===== src/rtl/core/afr_pkg.sv =====
// afr_pkg: shared types and constants for the addressed frame receiver
// parser phase and status codes, register indexes, crc constants; no dependencies
`timescale 1ns / 1ps

package afr_pkg;

   typedef enum logic [2:0] {
      PH_IDLE   = 3'd0,
      PH_ADDR   = 3'd1,
      PH_LEN    = 3'd2,
      PH_DATA   = 3'd3,
      PH_CRC_LO = 3'd4,
      PH_CRC_HI = 3'd5,
      PH_END    = 3'd6
   } phase_type;

   typedef enum logic [2:0] {
      ST_BUSY     = 3'd0,
      ST_OK       = 3'd1,
      ST_CRC_ERR  = 3'd2,
      ST_BAD_END  = 3'd3,
      ST_ZERO_LEN = 3'd4
   } status_type;

   localparam int CSR_INDEX_W = 3;
   localparam int CSR_DATA_W  = 8;

   localparam logic [CSR_INDEX_W-1:0] REG_OWN_ADDRESS = 3'd0;
   localparam logic [CSR_INDEX_W-1:0] REG_START_BYTE  = 3'd1;
   localparam logic [CSR_INDEX_W-1:0] REG_END_BYTE    = 3'd2;
   localparam logic [CSR_INDEX_W-1:0] REG_CRC_ENABLE  = 3'd3;

   localparam logic [15:0] CRC_INIT = 16'hFFFF;
   localparam logic [15:0] CRC_POLY = 16'h1021;

endpackage


===== src/rtl/core/afr_if.sv =====
// afr_req_if, afr_rsp_if: valid/ready channels of the frame receiver
// depends on nothing but the clock-domain convention of the top level
`timescale 1ns / 1ps

interface afr_req_if;
   logic       valid;
   logic       ready;
   logic [7:0] rx_byte;

   modport source (output valid, output rx_byte, input ready);
   modport sink   (input valid, input rx_byte, output ready);
endinterface

interface afr_rsp_if;
   logic       valid;
   logic       ready;
   logic       payload_valid;
   logic [7:0] payload_byte;
   logic [7:0] payload_index;
   logic [7:0] frame_length;
   logic [2:0] frame_status;

   modport source (output valid, output payload_valid, output payload_byte,
                   output payload_index, output frame_length, output frame_status,
                   input ready);
   modport sink   (input valid, input payload_valid, input payload_byte,
                   input payload_index, input frame_length, input frame_status,
                   output ready);
endinterface


===== src/rtl/core/afr_crc16.sv =====
// afr_crc16: one-byte update of crc-16/ccitt, msb first, no reflection
// depends on afr_pkg for the polynomial
`timescale 1ns / 1ps

module afr_crc16 (
   input  logic [15:0] crc,
   input  logic [7:0]  data,
   output logic [15:0] crc_next
);

   always_comb begin
      logic [15:0] c;
      c = crc ^ {data, 8'h00};
      for (int i = 0; i < 8; i++) begin
         if (c[15]) begin
            c = {c[14:0], 1'b0} ^ afr_pkg::CRC_POLY;
         end else begin
            c = {c[14:0], 1'b0};
         end
      end
      crc_next = c;
   end

endmodule


===== src/rtl/core/addressed_frame_receiver_crc16.sv =====
// addressed_frame_receiver_crc16: frame parser with crc-16/ccitt check
// depends on afr_pkg, afr_if (afr_req_if, afr_rsp_if) and afr_crc16
//
//   channel  | dir | handshake      | payload
//   req_ch   | in  | valid / ready  | rx_byte
//   rsp_ch   | out | valid / ready  | payload_valid, payload_byte, payload_index,
//            |     |                | frame_length, frame_status
//   csr_*    | in  | csr_we         | csr_index, csr_wdata
//
// one item per cycle unless rsp_ch holds back a result: the parser step and byte crc
// update sit between the accepted byte and the result register, loaded next cycle.
// reset is synchronous; it returns the parser to idle and empties the result register.
// the input stalls only while a result is held and rsp_ch.ready is low.
`timescale 1ns / 1ps

module addressed_frame_receiver_crc16 (
   input  logic                              clock,
   input  logic                              reset,
   afr_req_if.sink                           req_ch,
   afr_rsp_if.source                         rsp_ch,
   input  logic                              csr_we,
   input  logic [afr_pkg::CSR_INDEX_W-1:0]   csr_index,
   input  logic [afr_pkg::CSR_DATA_W-1:0]    csr_wdata
);

   logic [7:0]          own_address_ff;
   logic [7:0]          start_byte_ff;
   logic [7:0]          end_byte_ff;
   logic                crc_enable_ff;

   afr_pkg::phase_type  phase_ff, phase_in;
   logic [7:0]          count_ff, count_in;
   logic [7:0]          length_ff, length_in;
   logic [15:0]         crc_ff, crc_in;
   logic [7:0]          crc_low_ff, crc_low_in;

   logic                rsp_valid_ff;
   logic                pvalid_ff, pvalid_in;
   logic [7:0]          pbyte_ff, pbyte_in;
   logic [7:0]          pindex_ff, pindex_in;
   logic [7:0]          flen_ff;
   afr_pkg::status_type status_ff, status_in;

   logic                accept;
   logic [7:0]          rx;
   logic [15:0]         crc_step;
   logic [7:0]          count_inc;

   assign req_ch.ready = !rsp_valid_ff || rsp_ch.ready;
   assign accept       = req_ch.valid && req_ch.ready;
   assign rx           = req_ch.rx_byte;
   assign count_inc    = count_ff + 8'd1;

   afr_crc16 u_crc (
      .crc      (crc_ff),
      .data     (rx),
      .crc_next (crc_step)
   );

   // configuration registers
   always_ff @(posedge clock) begin
      if (reset) begin
         own_address_ff <= '0;
         start_byte_ff  <= '0;
         end_byte_ff    <= '0;
         crc_enable_ff  <= 1'b1;
      end else if (csr_we) begin
         unique case (csr_index)
            afr_pkg::REG_OWN_ADDRESS: own_address_ff <= csr_wdata[7:0];
            afr_pkg::REG_START_BYTE:  start_byte_ff  <= csr_wdata[7:0];
            afr_pkg::REG_END_BYTE:    end_byte_ff    <= csr_wdata[7:0];
            afr_pkg::REG_CRC_ENABLE:  crc_enable_ff  <= csr_wdata[0];
            default: ;
         endcase
      end
   end

   // parser step
   always_comb begin
      phase_in   = phase_ff;
      count_in   = count_ff;
      length_in  = length_ff;
      crc_in     = crc_ff;
      crc_low_in = crc_low_ff;
      pvalid_in  = 1'b0;
      pbyte_in   = '0;
      pindex_in  = '0;
      status_in  = afr_pkg::ST_BUSY;
      unique case (phase_ff)
         afr_pkg::PH_IDLE: begin
            if (rx == start_byte_ff) phase_in = afr_pkg::PH_ADDR;
         end
         afr_pkg::PH_ADDR: begin
            priority if (rx == own_address_ff) phase_in = afr_pkg::PH_LEN;
            else if (rx != start_byte_ff) phase_in = afr_pkg::PH_IDLE;
            else phase_in = afr_pkg::PH_ADDR;
         end
         afr_pkg::PH_LEN: begin
            if (rx != 8'd0) begin
               count_in  = '0;
               length_in = rx;
               crc_in    = afr_pkg::CRC_INIT;
               phase_in  = afr_pkg::PH_DATA;
            end else begin
               status_in = afr_pkg::ST_ZERO_LEN;
               phase_in  = afr_pkg::PH_IDLE;
            end
         end
         afr_pkg::PH_DATA: begin
            pvalid_in = 1'b1;
            pbyte_in  = rx;
            pindex_in = count_ff;
            crc_in    = crc_step;
            count_in  = count_inc;
            if (count_inc >= length_ff) phase_in = afr_pkg::PH_CRC_LO;
         end
         afr_pkg::PH_CRC_LO: begin
            crc_low_in = rx;
            phase_in   = afr_pkg::PH_CRC_HI;
         end
         afr_pkg::PH_CRC_HI: begin
            if (crc_enable_ff && ({rx, crc_low_ff} != crc_ff)) begin
               status_in = afr_pkg::ST_CRC_ERR;
               phase_in  = afr_pkg::PH_IDLE;
            end else begin
               phase_in = afr_pkg::PH_END;
            end
         end
         afr_pkg::PH_END: begin
            status_in = (rx == end_byte_ff) ? afr_pkg::ST_OK : afr_pkg::ST_BAD_END;
            phase_in  = afr_pkg::PH_IDLE;
         end
         default: begin
            phase_in = afr_pkg::PH_IDLE;
         end
      endcase
   end

   always_ff @(posedge clock) begin
      if (reset) begin
         phase_ff   <= afr_pkg::PH_IDLE;
         count_ff   <= '0;
         length_ff  <= '0;
         crc_ff     <= afr_pkg::CRC_INIT;
         crc_low_ff <= '0;
      end else if (accept) begin
         phase_ff   <= phase_in;
         count_ff   <= count_in;
         length_ff  <= length_in;
         crc_ff     <= crc_in;
         crc_low_ff <= crc_low_in;
      end
   end

   // result register
   always_ff @(posedge clock) begin
      if (reset) begin
         rsp_valid_ff <= 1'b0;
      end else if (accept) begin
         rsp_valid_ff <= 1'b1;
      end else if (rsp_ch.ready) begin
         rsp_valid_ff <= 1'b0;
      end
   end

   always_ff @(posedge clock) begin
      if (accept) begin
         pvalid_ff <= pvalid_in;
         pbyte_ff  <= pbyte_in;
         pindex_ff <= pindex_in;
         flen_ff   <= length_in;
         status_ff <= status_in;
      end
   end

   assign rsp_ch.valid         = rsp_valid_ff;
   assign rsp_ch.payload_valid = pvalid_ff;
   assign rsp_ch.payload_byte  = pbyte_ff;
   assign rsp_ch.payload_index = pindex_ff;
   assign rsp_ch.frame_length  = flen_ff;
   assign rsp_ch.frame_status  = status_ff;

endmodule


===== src/flat_wrapper.sv =====
// flat-port wrapper written by rule: the top's interface ports become plain ports
module addressed_frame_receiver_crc16_flat 
  (clock, reset, csr_we, csr_index, csr_wdata, req_ch_valid, req_ch_rx_byte, req_ch_ready, rsp_ch_valid, rsp_ch_payload_valid, rsp_ch_payload_byte, rsp_ch_payload_index, rsp_ch_frame_length, rsp_ch_frame_status, rsp_ch_ready);
  afr_req_if req_ch_i ();
  afr_rsp_if rsp_ch_i ();
  input  logic clock;
  input  logic reset;
  input  logic csr_we;
  input  logic [afr_pkg::CSR_INDEX_W-1:0] csr_index;
  input  logic [afr_pkg::CSR_DATA_W-1:0] csr_wdata;
  input wire logic [$bits(req_ch_i.valid)-1:0] req_ch_valid;
  input wire logic [$bits(req_ch_i.rx_byte)-1:0] req_ch_rx_byte;
  output wire logic [$bits(req_ch_i.ready)-1:0] req_ch_ready;
  output wire logic [$bits(rsp_ch_i.valid)-1:0] rsp_ch_valid;
  output wire logic [$bits(rsp_ch_i.payload_valid)-1:0] rsp_ch_payload_valid;
  output wire logic [$bits(rsp_ch_i.payload_byte)-1:0] rsp_ch_payload_byte;
  output wire logic [$bits(rsp_ch_i.payload_index)-1:0] rsp_ch_payload_index;
  output wire logic [$bits(rsp_ch_i.frame_length)-1:0] rsp_ch_frame_length;
  output wire logic [$bits(rsp_ch_i.frame_status)-1:0] rsp_ch_frame_status;
  input wire logic [$bits(rsp_ch_i.ready)-1:0] rsp_ch_ready;
  assign req_ch_i.valid = req_ch_valid;
  assign req_ch_i.rx_byte = req_ch_rx_byte;
  assign req_ch_ready = req_ch_i.ready;
  assign rsp_ch_valid = rsp_ch_i.valid;
  assign rsp_ch_payload_valid = rsp_ch_i.payload_valid;
  assign rsp_ch_payload_byte = rsp_ch_i.payload_byte;
  assign rsp_ch_payload_index = rsp_ch_i.payload_index;
  assign rsp_ch_frame_length = rsp_ch_i.frame_length;
  assign rsp_ch_frame_status = rsp_ch_i.frame_status;
  assign rsp_ch_i.ready = rsp_ch_ready;
  addressed_frame_receiver_crc16 u_core (.clock(clock), .reset(reset), .req_ch(req_ch_i), .rsp_ch(rsp_ch_i), .csr_we(csr_we), .csr_index(csr_index), .csr_wdata(csr_wdata));
endmodule

===== config.mk =====
export PLATFORM = sky130hd
export DESIGN_NAME = addressed_frame_receiver_crc16_flat
export DESIGN_NICKNAME = d
export VERILOG_FILES = /design/src/rtl/core/afr_pkg.sv /design/src/rtl/core/afr_if.sv /design/src/rtl/core/afr_crc16.sv /design/src/rtl/core/addressed_frame_receiver_crc16.sv /design/src/flat_wrapper.sv
export SDC_FILE = /design/constraint.sdc
export NUM_CORES = 1
export LEC_CHECK = 0
export ABC_AREA = 0
export BUFFER_PORTS_ARGS = -buffer_cell sky130_fd_sc_hd__clkbuf_2
export CAP_MARGIN = 5
export CELL_PAD_IN_SITES_DETAIL_PLACEMENT = 1
export CELL_PAD_IN_SITES_GLOBAL_PLACEMENT = 1
export CORE_MARGIN = 2
export CORE_UTILIZATION = 30
export CTS_CLUSTER_SIZE = 16
export DETAILED_ROUTE_END_ITERATION = 10
export PLACE_DENSITY = 0.69
export SLEW_MARGIN = 10
export SYNTH_ARGS = -nofsm -noshare
export SYNTH_HDL_FRONTEND = slang
export SYNTH_SLANG_ARGS = --single-unit

===== constraint.sdc =====
create_clock -name clock -period 3.1 [get_ports clock]
set_clock_uncertainty 0.1 [all_clocks]
set_input_delay 0.62 -clock clock [delete_from_list [all_inputs] [get_ports clock]]
set_output_delay 0.62 -clock clock [all_outputs]
set_load 0.005 [all_outputs]

# Word level (Yosys, flattened, before mapping)

Index checks and enable logic that the tools add are counted.

Add/sub/neg operators: 1
Multipliers: 0
Divide/modulo/power cells: 0
$lt $le $gt $ge: 1
Equal/unequal tests: 17
Shifts and indexed selects: 0
Mux-type cells: 28
Bitwise gates (word level): 9
Reductions and logical operators: 16

Operator list:

| kind                  | number |
|---|---|
| $mux W13              | 8 |
| $pmux W16 S2          | 1 |
| $eq A8 B8 Y1          | 3 |
| $mux W8               | 3 |
| $not A3 Y3            | 8 |
| $pmux W3 S6           | 1 |
| $mux W16              | 1 |
| $ne A16 B16 Y1        | 1 |
| $pmux W8 S2           | 1 |
| $xor A16 B16 Y16      | 1 |
| $mux W3               | 5 |
| $eq A3 B2 Y1 const B  | 4 |
| $reduce_and A2 Y1     | 5 |
| $eq A3 B3 Y1 const B  | 3 |
| $pmux W3 S3           | 1 |
| $add A8 B1 Y8 const B | 1 |
| $ge A8 B8 Y1          | 1 |
| $ne A8 B8 Y1          | 1 |
| $reduce_bool A8 Y1    | 1 |
| $eq A3 B1 Y1 const B  | 2 |
| $logic_not A3 Y1      | 2 |
| $mux W2               | 3 |
| $ne A2 B1 Y1 const B  | 3 |
| $reduce_and A3 Y1     | 2 |
| other kinds (5)       | 10 |

Register bits: 97
Bits in latches: 0
RAM bits: 0
Bits in read-only memories: 0
Output and inout bits: 30
Memories: 0

# Logic depth before layout (Yosys ltp)

Gate-level depths: netlist of the first run.

Word-level depth: 18
Mapped depth: 9
Mapped depth without buffers: 9

# Modules after synthesis

Synthesis of the first run repeated with hierarchy kept, for this count alone.

Cell total of the unflattened synthesis: 482
Area, all modules: 4927.2 um^2

By module, submodules not included:

| module                         | instances | cells each | area an instance (um^2) | sequential area each (um^2) |
|---|---|---|---|---|
| addressed_frame_receiver_crc16 | 1         | 457        | 4531.8                  | 2222.1 |
| afr_crc16                      | 1         | 25         | 395.4                   | 0.0 |

# Least setup slack after synthesis of the first run

OpenSTA, ideal clock, no wires.

Path kind: input to register
Start: in rsp_ch_ready
End: reg u_core.flen_ff[0] (netlist: u_core.rsp_ch.frame_length[0]) (enable)
Setup time: 0.403 ns
Arrival: 2.039 ns
Required time: 2.597 ns
Path slack: 0.558 ns
Stages on the path: 4
Path buffers: 1
Cells stage by stage: nand2b_1 -> nand2_1 -> inv_2 -> buf_1

Word-level cells in the longest chain between the ends: 2

RTL lines:

| what                 | line                                  | RTL |
|---|---|---|
| from (decl)          | flat_wrapper.sv:20                    | `input wire logic [$bits(rsp_ch_i.ready)-1:0] rsp_ch_ready;` |
| $logic_or A1 B1 Y1   | addressed_frame_receiver_crc16.sv:49  | `assign req_ch.ready = !rsp_valid_ff \|\| rsp_ch.ready;` |
| $logic_and A1 B1 Y1  | addressed_frame_receiver_crc16.sv:50  | `assign accept = req_ch.valid && req_ch.ready;` |
| net u_core.accept    | addressed_frame_receiver_crc16.sv:44  | `logic accept;` |
| to (signal assigned) | addressed_frame_receiver_crc16.sv:171 | `flen_ff <= length_in;` |
| to (decl)            | addressed_frame_receiver_crc16.sv:41  | `logic [7:0] flen_ff;` |

The timed path passes the listed nets, and every way through them passes these cells.
A chain may end at the register's enable or synchronous reset.

# Worst setup path after layout of the first run

Start: reg u_core.count_ff[0]
End: reg u_core.phase_ff[2]

Word-level cells in the longest chain between the ends: 4

RTL lines:

| what                               | line                                  | RTL |
|---|---|---|
| from (decl)                        | addressed_frame_receiver_crc16.sv:32  | `logic [7:0] count_ff, count_in;` |
| from (signal assigned)             | addressed_frame_receiver_crc16.sv:148 | `count_ff <= count_in;` |
| $add A8 B1 Y8                      | addressed_frame_receiver_crc16.sv:52  | `assign count_inc = count_ff + 8'd1;` |
| $ge A8 B8 Y1                       | addressed_frame_receiver_crc16.sv:115 | `if (count_inc >= length_ff) phase_in = afr_pkg::PH_CRC_LO;` |
| $ne A2 B1 Y1 (no source line)      | --                                    |  |
| $reduce_and A3 Y1 (no source line) | --                                    |  |
| to (signal assigned)               | addressed_frame_receiver_crc16.sv:141 | `phase_ff <= afr_pkg::PH_IDLE;` |
| to (signal assigned)               | addressed_frame_receiver_crc16.sv:147 | `phase_ff <= phase_in;` |
| to (decl)                          | addressed_frame_receiver_crc16.sv:31  | `afr_pkg::phase_type phase_ff, phase_in;` |

Every way passes these cells.

==> reports/metrics.yaml, run 1 <==
status:
  status: "completed"
placed_design:
  dp_hpwl_um: 8850
  place.gp.congestion: 0.827
  port_buffers: 53
sta:
  rsz0062_at_grt: "false"
  relSlewSlack: 0.491
  fin_setup_tns_ns: 0
  setup_violations: 0
  clock.fmax_mhz: 373
  hold_violations: 0
  tightest_slew_ns: 0.758
  drv_slew: 0
  min_period_ns: 2.68
  post-route-period-util: 0.864
hold_path:
  hp-class: "flip-flop to flip-flop"
drt:
  viasPerCell: 4.95
  wl_um: 12500
  post-route-drc-count: 0
  antenna_left: 0
  drtPass1Iterations: 4
  wl_per_cell_um: 17.3
  drt-initial-drc-count: 183
  vias: 3577
power_and_ir_drop:
  p_total_mw: 2.89
  power.internal_mw: 2.07
  netSwitchingFraction: 0.282
  p_per_area_nw_per_um2: 547
  comb_power_share: 0.158
  leakage_nw: 2.04
  pwr-share-clk: 0.357
  p_sw_mw: 0.815
  p_seq_frac: 0.486
  ir_drop_mv: 0.255
synth:
  synth_top_family_by_area: "simple AND/OR/NAND/NOR gates"
  avgSynthCellArea_um2: 9.52
  synthArstFlopShare: 0
  synth_fp_nets: 518
  synth.area.mux_share: 0.0195
  syn-cell-area_um2: 4620
  yosysWarnings: 0
  ys_ff_latch: 97
  synth_xor_area_frac: 0.123
  synth_fa_ha_area_frac: 0.0244
  netlist_instances: 485
  synth_seq_area_share: 0.481
  synth-simple-area-share: 0.174
  ys.flop_type: "dfxtp_1"
  synth_edf_count: 28
  ys_types: 53
  synth-compound-area-share: 0.128
clock_tree:
  cts_max_level: 3
  clock-sinks: 97
  clk_pin_slew_ns: 0.07
  clockBufferDepth: 2
  holdBufCountCts: 0
  post_cts_resized: 0
  cts_setup_buffers: 0
  clk_latency_ns: 0.35
  cts_tree: "built"
  numCtsBuffers: 9
  root_buffer: "clkbuf_16"
layout:
  antenna_cells: 0
  nets: 562
  post-route-util: 0.348
  layout-drive-gt1-share: 0.163
  areaGrowthSynthToFinish_pct: 14.1
worst_setup_path:
  crit_family: "simple AND/OR/NAND/NOR gates"
  cpMostUsedCell: "and3_1"
  critPathKind: "flip-flop to flip-flop"
  crit_fanout: 6
  end_kind: "flip-flop"
  crit_required_ns: 3.25
  crit_chain: "and3_1, and3_1, xor2_1, ha_1, a22o_1, nor4_1, o22ai_1, o311ai_0"
  cpPeakStageDelay_ns: 0.45
  cp_slowest_cell: "dfxtp_1"
  cp-start-kind: "flip-flop"
  worst_ep_arrival_time_ns: 2.83
  path_buf_inv: 0
run:
  cap_violations: 0
floorplanning:
  dieArea_um2: 16400
  chipHeight_um: 128
  fp-row-count: 45
  die_x_um: 128
  io_pins: 54
  core_um2: 15100
  start_util: 0.305
grt:
  gr-total-overflow: 0
  antenna_found_initial: 0
  grt_usage: 0.160
  grt_pass1_vias: 3769
  grt_max_degree: 53
  grt_first_pass_wirelength_um: 20200
-- cells by family after synthesis --
family	Yosys count
xor+xnor	62
compound gates	92
simple gates	175
fa+ha+maj	9
mux	9
flops	97
buf+inv	41
-- Yosys cell counts, types with 2 or more instances --
master | instances | area share
xnor2_1 | 39 | 0.074
nand3_1 | 7 | 0.0076
o21ai_0 | 8 | 0.0087
nor2_1 | 42 | 0.034
or3_1 | 2 | 0.0027
o211ai_1 | 3 | 0.0049
and3_1 | 20 | 0.027
dfxtp_1 | 69 | 0.30
clkbuf_8 | 3 | 0.0089
ha_1 | 9 | 0.024
nor3b_1 | 3 | 0.0049
a311oi_1 | 2 | 0.0038
inv_1 | 11 | 0.0089
a22oi_1 | 3 | 0.0049
a22o_1 | 8 | 0.015
nand4_1 | 7 | 0.0095
nand2b_1 | 2 | 0.0027
o22ai_1 | 16 | 0.022
nor3_1 | 5 | 0.0054
a211oi_1 | 2 | 0.0033
o21a_1 | 2 | 0.0033
nor4_1 | 5 | 0.0068
clkbuf_1 | 16 | 0.013
buf_2 | 2 | 0.0022
and2_1 | 2 | 0.0027
nand2_1 | 74 | 0.060
mux2i_1 | 9 | 0.020
edfxtp_1 | 28 | 0.18
xor2_1 | 21 | 0.040
a21oi_1 | 39 | 0.042
buf_6 | 4 | 0.0098
-- layout make-up --
cell class	instances	area, µm²
clock buffers	10	229
clock inverters	6	35.0
fillers	1743	9870
inverters	13	48.8
multi-input cells	347	2180
flip-flops and latches	97	2220
well taps	188	235
repair buffers	61	325
-- worst paths after layout --
| check | end | cells after the start | slack (ns) | start |
|---|---|---|---|---|
| worst min register to register | u_core.start_byte_ff[5]$_SDFFE_PP0P_ | 2 | 0.37 | u_core.start_byte_ff[5]$_SDFFE_PP0P_ |
| worst max-delay path | u_core.phase_ff[2]$_SDFFE_PP0P_ | 8 | 0.42 | u_core.count_ff[0]$_SDFFE_PP0P_ |
| worst min-delay path | u_core.start_byte_ff[5]$_SDFFE_PP0P_ | 2 | 0.37 | u_core.start_byte_ff[5]$_SDFFE_PP0P_ |
| worst max register to register | u_core.phase_ff[2]$_SDFFE_PP0P_ | 8 | 0.42 | u_core.count_ff[0]$_SDFFE_PP0P_ |
-- metrics by stage --
| step | cell area, µm² | setup WS [ns] | hold WS [ns] | std cells |
|---|---|---|---|---|
| after global routing | 5270 | 0.140 | 0.400 | 722 |
| after CTS | 5270 | 0.431 | 0.372 | 722 |
| after floorplan | 4620 | 0.558 | 0.346 | 485 |
| final | 5270 | 0.421 | 0.371 | 722 |
| after detailed placement | 5010 | 0.435 | 0.364 | 706 |
| after global placement | 5010 | 0.510 | 0.358 | 706 |
-- metal layers --
metal	share of wire	vias to the layer above	global-route usage
met5	0	-	0
met4	0.0096	0	0.0472
met3	0.035	10	0.0342
met2	0.46	61	0.254
met1	0.50	1734	0.218
li1	-	1772	-
-- placed cells by master, fill, tap and decap left out, types with 3 or more instances in the layout --
cell type | synthesis | final
nand2_1 | 74 | 74
dfxtp_1 | 69 | 69
clkbuf_2 | 0 | 53
nor2_1 | 42 | 42
xnor2_1 | 39 | 39
a21oi_1 | 39 | 39
edfxtp_1 | 28 | 28
xor2_1 | 21 | 21
and3_1 | 20 | 20
o22ai_1 | 16 | 16
inv_1 | 11 | 11
mux2i_1 | 9 | 9
ha_1 | 9 | 9
clkbuf_16 | 0 | 9
a22o_1 | 8 | 8
o21ai_0 | 8 | 8
buf_4 | 1 | 8
nand3_1 | 7 | 7
nand4_1 | 7 | 7
nor4_1 | 5 | 5
nor3_1 | 5 | 5
a22oi_1 | 3 | 3
o211ai_1 | 3 | 3
nor3b_1 | 3 | 3
clkinv_2 | 0 | 3
-- registers in the layout, indices dropped and copies added (netlist names), 8 cells and up --
| register | count |
|---|---|
| u_core.rsp_ch.payload_index | 8 |
| u_core.length_ff | 8 |
| u_core.own_address_ff | 8 |
| u_core.count_ff | 8 |
| u_core.start_byte_ff | 8 |
| u_core.crc_low_ff | 8 |
| u_core.rsp_ch.payload_byte | 8 |
| u_core.end_byte_ff | 8 |
| u_core.crc_ff | 16 |
| u_core.rsp_ch.frame_length | 8 |
-- worst reg2reg max path: cells and delay by family, from the launching register on --
family          cells  cell delay [ns]
compound gates      3             0.79
simple gates        3             0.81
flops               1             0.45
xor+xnor            1             0.17
fa+ha+maj           1             0.26
-- power groups by stage --
stage | clock (mW) | sequential (mW) | combinational [mW]
after global placement | 0 | 1.43 | 0.443
final | 1.03 | 1.40 | 0.456
after CTS | 1.04 | 1.40 | 0.455
after global routing | 1.10 | 1.41 | 0.503
after floorplan | 0 | 1.42 | 0.320
after detailed placement | 0 | 1.43 | 0.452
Power figures use the tool's default switching activity.
==> run 2, diff against run 1 <==
--- a/config.mk
+++ b/config.mk
@@ -6,7 +6,6 @@
 export NUM_CORES = 1
 export LEC_CHECK = 0
 export ABC_AREA = 0
-export BUFFER_PORTS_ARGS = -buffer_cell sky130_fd_sc_hd__clkbuf_2
 export CAP_MARGIN = 5
 export CELL_PAD_IN_SITES_DETAIL_PLACEMENT = 1
 export CELL_PAD_IN_SITES_GLOBAL_PLACEMENT = 1
@@ -14,8 +13,10 @@
 export CORE_UTILIZATION = 30
 export CTS_CLUSTER_SIZE = 16
 export DETAILED_ROUTE_END_ITERATION = 10
-export PLACE_DENSITY = 0.69
+export DONT_BUFFER_PORTS = 1
+export PLACE_DENSITY = 0.64
 export SLEW_MARGIN = 10
 export SYNTH_ARGS = -nofsm -noshare
 export SYNTH_HDL_FRONTEND = slang
+export SYNTH_HIERARCHICAL = 1
 export SYNTH_SLANG_ARGS = --single-unit
==> reports/metrics.yaml, run 2 <==
clock_tree:
  clock-sinks: 97  # unchanged
  root_buffer: "clkbuf_16"  # unchanged
  cts_tree: "built"  # unchanged
  post_cts_resized: 0  # unchanged
  cts_setup_buffers: 0  # unchanged
  holdBufCountCts: 0  # unchanged
  numCtsBuffers: 9  # unchanged
  clk_pin_slew_ns: 0.07  # about the same
  clockBufferDepth: 2  # unchanged
  clk_latency_ns: 0.36  # was 0.35 ns
  cts_max_level: 3  # unchanged
sta:
  setup_violations: 0  # unchanged
  min_period_ns: 2.69  # was 2.68 ns
  clock.fmax_mhz: 372  # was 373 MHz
  rsz0062_at_grt: "false"  # unchanged
  tightest_slew_ns: 0.872  # was 0.758 ns
  post-route-period-util: 0.868  # was 0.864
  fin_setup_tns_ns: 0  # unchanged
  drv_slew: 0  # unchanged
  relSlewSlack: 0.414  # was 0.491
  hold_violations: 0  # unchanged
synth:
  synth_seq_area_share: 0.451  # was 0.481
  yosys.area.top_type: "dfxtp_1"  # unchanged
  yosysWarnings: 6  # was 0
  synth_top_area_share: 0.280  # was 0.299
  ys_ff_latch: 97  # unchanged
  synth_area_leaders: "dfxtp_1, edfxtp_1, xnor2_1"  # unchanged
  ys.flop_type: "dfxtp_1"  # unchanged
  synth_fa_ha_area_frac: 0.0229  # was 0.0244
  synth_xor_area_frac: 0.166  # was 0.123
  yosysMostFrequentCell: "dfxtp_1"  # was nand2_1
  synth_fp_nets: 515  # was 518
  synth-simple-area-share: 0.180  # was 0.174
  syn-cell-area_um2: 4930  # was 4620 µm²
  synthArstFlopShare: 0  # unchanged
  synth-compound-area-share: 0.102  # was 0.128
  synth_edf_count: 28  # unchanged
  synth_top_family_by_area: "simple AND/OR/NAND/NOR gates"  # unchanged
  avgSynthCellArea_um2: 10.2  # was 9.52 µm²
  netlist_instances: 482  # was 485
  synth.area.mux_share: 0.0345  # was 0.0195
  synth_top_cells_by_count: "dfxtp_1, nor2_1, nand2_1"  # was nand2_1, dfxtp_1, nor2_1
  ys_types: 56  # was 53
drt:
  antenna_left: 0  # unchanged
  drtPass1Iterations: 4  # unchanged
  vias: 3316  # was 3577
  wl_um: 11700  # was 12500 µm
  viasPerCell: 4.81  # was 4.95
  post-route-drc-count: 0  # unchanged
  drt-initial-drc-count: 132  # was 183
  wl_per_cell_um: 16.9  # was 17.3 µm
placed_design:
  port_buffers: 0  # was 53
  dp_hpwl_um: 8410  # was 8850 µm
  placed_cell_area_um2: 5070  # was 5010 µm²
  place.gp.congestion: 0.775  # was 0.827
power_and_ir_drop:
  pwr-share-clk: 0.416  # was 0.357
  comb_power_share: 0.051  # was 0.158
  p_seq_frac: 0.533  # was 0.486
  power.internal_mw: 1.95  # was 2.07 mW
  p_sw_mw: 0.574  # was 0.815 mW
  leakage_nw: 1.96  # was 2.04 nW
  netSwitchingFraction: 0.228  # was 0.282
  ir_drop_mv: 0.291  # was 0.255 mV
  p_per_area_nw_per_um2: 473  # was 547 nW/µm²
layout:
  layout-drive-gt1-share: 0.0886  # was 0.163
  nets: 502  # was 562
  antenna_cells: 0  # unchanged
  largest_reg_flops: 16  # unchanged
  register_area_um2: 2220  # unchanged
  fill_cells: 1803  # was 1743
  areaGrowthSynthToFinish_pct: 8.41  # was 14.1%
  final_common_cell: "dfxtp_1"  # was nand2_1
  fin_area_um2: 5340  # was 5270 µm²
  layout_common_cells: "dfxtp_1, nor2_1, nand2_1, xnor2_1, a21oi_1"  # was nand2_1, dfxtp_1, clkbuf_2, nor2_1
  regMostFlops: "u_core/crc_ff"  # was u_core.crc_ff
  multi_input_area_um2: 2490  # was 2180 µm²
worst_setup_path:
  critPathKind: "flip-flop to flip-flop"  # unchanged
  cp-start-kind: "flip-flop"  # unchanged
  worst_ep_arrival_time_ns: 2.85  # was 2.83 ns
  crit_required_ns: 3.26  # was 3.25 ns
  crit_fanout: 6  # unchanged
  r2r_cells: 10  # was 8
  end_kind: "flip-flop"  # unchanged
grt:
  grt_usage: 0.141  # was 0.160
  busiest_layer: "met2"  # unchanged
  use_met2: 0.227  # was 0.254
  gr-total-overflow: 0  # unchanged
  grt_use_met1: 0.184  # was 0.218
  grt_max_degree: 70  # was 53
  grt_pass1_vias: 3514  # was 3769
  grt_first_pass_wirelength_um: 19300  # was 20200 µm
  antenna_found_initial: 0  # unchanged
  grtUsageMet3: 0.0358  # was 0.0342
floorplanning:
  core_um2: 15900  # was 15100 µm²
  io_pins: 54  # unchanged
  fp-row-count: 46  # was 45
  die_x_um: 132  # was 128 µm
  dieArea_um2: 17500  # was 16400 µm²
  chipHeight_um: 132  # was 128 µm
  start_util: 0.309  # was 0.305
hold_path:
  hp-class: "primary input to flip-flop"  # was flip-flop to flip-flop
  whs_path_depth: 1  # was 2
status:
  status: "completed"  # unchanged
run:
  cap_violations: 0  # unchanged
-- run 2: cell types whose count changed after synthesis, moves of 5 or more --
cell      delta
buf_2        +5
nand2b_1    +17
xnor2_2      +5
mux2i_1      +8
xor2_1       -6
a21oi_1      -6
and3_1      -17
o21ai_0      -5
and2_1      +17
nand2_1     -31
-- run 2: power groups by stage --
stage	sequential [mW]	clock, mW	combinational [mW]
floorplan	1.37	0	0.143
global placement	1.37	0	0.125
detailed placement	1.38	0	0.130
CTS	1.35	1.10	0.130
global route	1.35	1.14	0.142
finish	1.35	1.05	0.128
-- run 2: cell families after synthesis --
group | count (synthesis)
buffers and inverters | 42
XOR/XNOR | 70
AND/OR/NAND/NOR | 168
adder cells (fa/ha/maj) | 9
flip-flops | 97
AO/OA/AOI/OAI | 79
multiplexers | 17
-- run 2: metrics by stage --
step | instances | utilization | worst slack [ns] | hold WS [ns] | power, mW
floorplan | 482 | - | 0.598 | 0.336 | 1.51
global placement | 674 | 0.318 | 0.567 | 0.356 | 1.50
detailed placement | 674 | 0.318 | 0.394 | 0.360 | 1.51
CTS | 690 | 0.335 | 0.400 | 0.210 | 2.57
global route | 690 | 0.335 | 0.186 | 0.219 | 2.63
finish | 690 | 0.335 | 0.411 | 0.232 | 2.52
-- run 2: critical path: stages, from the launching register on --
cell and delay, ns:
dfxtp_1 0.43, and3_1 0.26, and3_1 0.27, nand3_1 0.12, xnor2_1 0.17, ha_1 0.31
and2_1 0.12, o2111ai_1 0.17, a21oi_1 0.32, nor2_1 0.07, a311oi_1 0.27
-- run 2: cell type report --
type | count | area share
tap | 216 | 0.0506
timing repair buffer | 6 | 0.00843
inverter | 12 | 0.00843
multi-input combinational | 343 | 0.465
clock buffer | 10 | 0.0429
clock inverter | 6 | 0.00820
sequential | 97 | 0.416
-- run 2: final timing paths --
path                                        startpoint                                   end  slack, ns
hold reg to reg   u_core/start_byte_ff[4]$_SDFFE_PP0P_  u_core/start_byte_ff[4]$_SDFFE_PP0P_       0.37
setup reg to reg       u_core/count_ff[0]$_SDFFE_PP0P_       u_core/phase_ff[0]$_SDFFE_PP0P_       0.41
hold / removal                                   reset     u_core/crc_low_ff[2]$_SDFFE_PP0P_       0.23
setup / recovery       u_core/count_ff[0]$_SDFFE_PP0P_       u_core/phase_ff[0]$_SDFFE_PP0P_       0.41
-- run 2: metal layers --
metal	wire [µm]	vias up
met3	430	14
met2	5440	57
met4	185	0
li1	-	1639
met1	5610	1606
met5	0	-
==> run 3, diff against run 2 <==
--- a/config.mk
+++ b/config.mk
@@ -6,15 +6,14 @@
 export NUM_CORES = 1
 export LEC_CHECK = 0
 export ABC_AREA = 0
-export CAP_MARGIN = 5
 export CELL_PAD_IN_SITES_DETAIL_PLACEMENT = 1
 export CELL_PAD_IN_SITES_GLOBAL_PLACEMENT = 1
 export CORE_MARGIN = 2
-export CORE_UTILIZATION = 30
+export CORE_UTILIZATION = 50
 export CTS_CLUSTER_SIZE = 16
 export DETAILED_ROUTE_END_ITERATION = 10
 export DONT_BUFFER_PORTS = 1
-export PLACE_DENSITY = 0.64
+export PLACE_DENSITY = 0.92
 export SLEW_MARGIN = 10
 export SYNTH_ARGS = -nofsm -noshare
 export SYNTH_HDL_FRONTEND = slang
==> reports/metrics.yaml, run 3 (synthesized netlist as in run 2, its figures left out) <==
clock_tree:
  holdBufCountCts: 0  # unchanged
  clockBufferDepth: 2  # unchanged
  cts_max_level: 3  # unchanged
  clk_latency_ns: 0.37  # was 0.36 ns
  clk_pin_slew_ns: 0.09  # was 0.07 ns
  numCtsBuffers: 9  # unchanged
  cts_setup_buffers: 0  # unchanged
  post_cts_resized: 0  # unchanged
  clock-sinks: 97  # unchanged
  root_buffer: "clkbuf_8"  # was clkbuf_16
  cts_tree: "built"  # unchanged
sta:
  drv_slew: 0  # unchanged
  timing.hold.ws_ns: 0.220  # was 0.232 ns
  relSlewSlack: 0.310  # was 0.414
  hold_violations: 0  # unchanged
  post-route-period-util: 0.885  # was 0.868
  rsz0062_at_grt: "false"  # unchanged
  setup_violations: 0  # unchanged
  fin_setup_tns_ns: 0  # unchanged
  tightest_slew_ns: 1.03  # was 0.872 ns
  clock.fmax_mhz: 364  # was 372 MHz
  min_period_ns: 2.74  # was 2.69 ns
layout:
  layout-drive-gt1-share: 0.0784  # was 0.0886
  final_common_cell: "dfxtp_1"  # unchanged
  nets: 500  # was 502
  fin_area_um2: 5110  # was 5340 µm²
  post-route-util: 0.528  # was 0.335
  register_area_um2: 2220  # unchanged
  fill_cells: 1067  # was 1803
  layout_common_cells: "dfxtp_1, nor2_1, nand2_1, xnor2_1, a21oi_1"  # unchanged
  antenna_cells: 0  # unchanged
  areaGrowthSynthToFinish_pct: 3.73  # was 8.41%
  multi_input_area_um2: 2490  # unchanged
  regMostFlops: "u_core/crc_ff"  # unchanged
  largest_reg_flops: 16  # unchanged
placed_design:
  port_buffers: 0  # unchanged
  dp_hpwl_um: 8240  # was 8410 µm
  place.gp.congestion: 0.837  # was 0.775
  placed_cell_area_um2: 4950  # was 5070 µm²
grt:
  busiest_layer: "met2"  # unchanged
  grt_first_pass_wirelength_um: 18600  # was 19300 µm
  grt_max_degree: 70  # unchanged
  use_met2: 0.392  # was 0.227
  gr-total-overflow: 0  # unchanged
  antenna_found_initial: 0  # unchanged
  grtUsageMet3: 0.0652  # was 0.0358
  grt_use_met1: 0.274  # was 0.184
  grt_usage: 0.233  # was 0.141
  grt_pass1_vias: 3622  # was 3514
drt:
  drt-initial-drc-count: 164  # was 132
  drtPass1Iterations: 4  # unchanged
  post-route-drc-count: 0  # unchanged
  vias: 3378  # was 3316
  antenna_left: 0  # unchanged
  wl_um: 11600  # was 11700 µm
  viasPerCell: 5.58  # was 4.81
  wl_per_cell_um: 19.2  # was 16.9 µm
worst_setup_path:
  crit_chain: "and3_1, and3_1, nand3_1, xnor2_1, ha_1, and2_1, o2111ai_1, a21oi_1, nor2_1, a311oi_1"  # unchanged
  critPathKind: "flip-flop to flip-flop"  # unchanged
  end_kind: "flip-flop"  # unchanged
  cp-start-kind: "flip-flop"  # unchanged
  cp_slowest_cell: "dfxtp_1"  # unchanged
  cpMostUsedCell: "and3_1"  # unchanged
  cpPeakStageDelay_ns: 0.44  # was 0.43 ns
  crit_required_ns: 3.27  # was 3.26 ns
  crit_fanout: 6  # unchanged
  worst_ep_arrival_time_ns: 2.92  # was 2.85 ns
floorplanning:
  die_x_um: 103  # was 132 µm
  io_pins: 54  # unchanged
  chipHeight_um: 103  # was 132 µm
  start_util: 0.509  # was 0.309
  fp-row-count: 36  # was 46
  dieArea_um2: 10700  # was 17500 µm²
  core_um2: 9680  # was 15900 µm²
power_and_ir_drop:
  ir_drop_mv: 0.172  # was 0.291 mV
  leakage_nw: 1.89  # was 1.96 nW
  p_per_area_nw_per_um2: 430  # was 473 nW/µm²
status:
  status: "completed"  # unchanged
run:
  cap_violations: 0  # unchanged
hold_path:
  hp-class: "primary input to flip-flop"  # unchanged
==> run 3: cell types whose count changed in the layout (fill, tap and decap cells not counted) <==
| cell | change |
|---|---|
| clkbuf_16 | -9 |
| clkbuf_8 | +9 |
| clkinv_1 | +3 |
| inv_8 | -1 |
| buf_4 | -2 |
| clkinv_2 | -2 |
==> run 3: power breakdown <==
group          switching [mW]  leakage, nW  internal, mW
Sequential             0.0169        0.840          1.33
Clock                   0.435       0.0832         0.287
Combinational          0.0610        0.968        0.0703
==> run 3: worst paths after layout <==
path                                   startpoint                                    to  slack, ns  cells after the start
min                                         reset     u_core/crc_low_ff[1]$_SDFFE_PP0P_       0.22                      1
max reg2reg       u_core/count_ff[0]$_SDFFE_PP0P_       u_core/phase_ff[0]$_SDFFE_PP0P_       0.36                     10
max               u_core/count_ff[0]$_SDFFE_PP0P_       u_core/phase_ff[0]$_SDFFE_PP0P_       0.36                     10
min reg2reg  u_core/start_byte_ff[0]$_SDFFE_PP0P_  u_core/start_byte_ff[0]$_SDFFE_PP0P_       0.37                      2
==> run 3: critical path: cells and delay by family (launching register included) <==
family	cells	cell delay, ns
AO/OA/AOI/OAI	3	0.76
XOR/XNOR	1	0.17
adder cells (fa/ha/maj)	1	0.31
flip-flops	1	0.44
AND/OR/NAND/NOR	5	0.87
==> run 3: area by class of cell <==
cell class / count / share of cell area
inverter: 12 / 0.00881
sequential: 97 / 0.435
multi-input combinational: 343 / 0.486
clock buffer: 10 / 0.0250
timing repair buffer: 4 / 0.00588
clock inverter: 6 / 0.00661
tap: 133 / 0.0326
==> run 3: through the flow <==
step / std cells / power [mW] / setup slack, ns
2_1_floorplan: 482 / 1.51 / 0.598
5_1_grt: 605 / 2.29 / 0.147
4_1_cts: 605 / 2.22 / 0.360
3_5_place_dp: 589 / 1.50 / 0.418
3_3_place_gp: 589 / 1.50 / 0.603
6_report: 605 / 2.20 / 0.356
==> run 3: metal layers <==
| metal | up-vias | wire, µm |
|---|---|---|
| li1 | 1627 | - |
| met1 | 1646 | 4970 |
| met2 | 77 | 5740 |
| met3 | 28 | 545 |
| met4 | 0 | 338 |
| met5 | - | 0 |
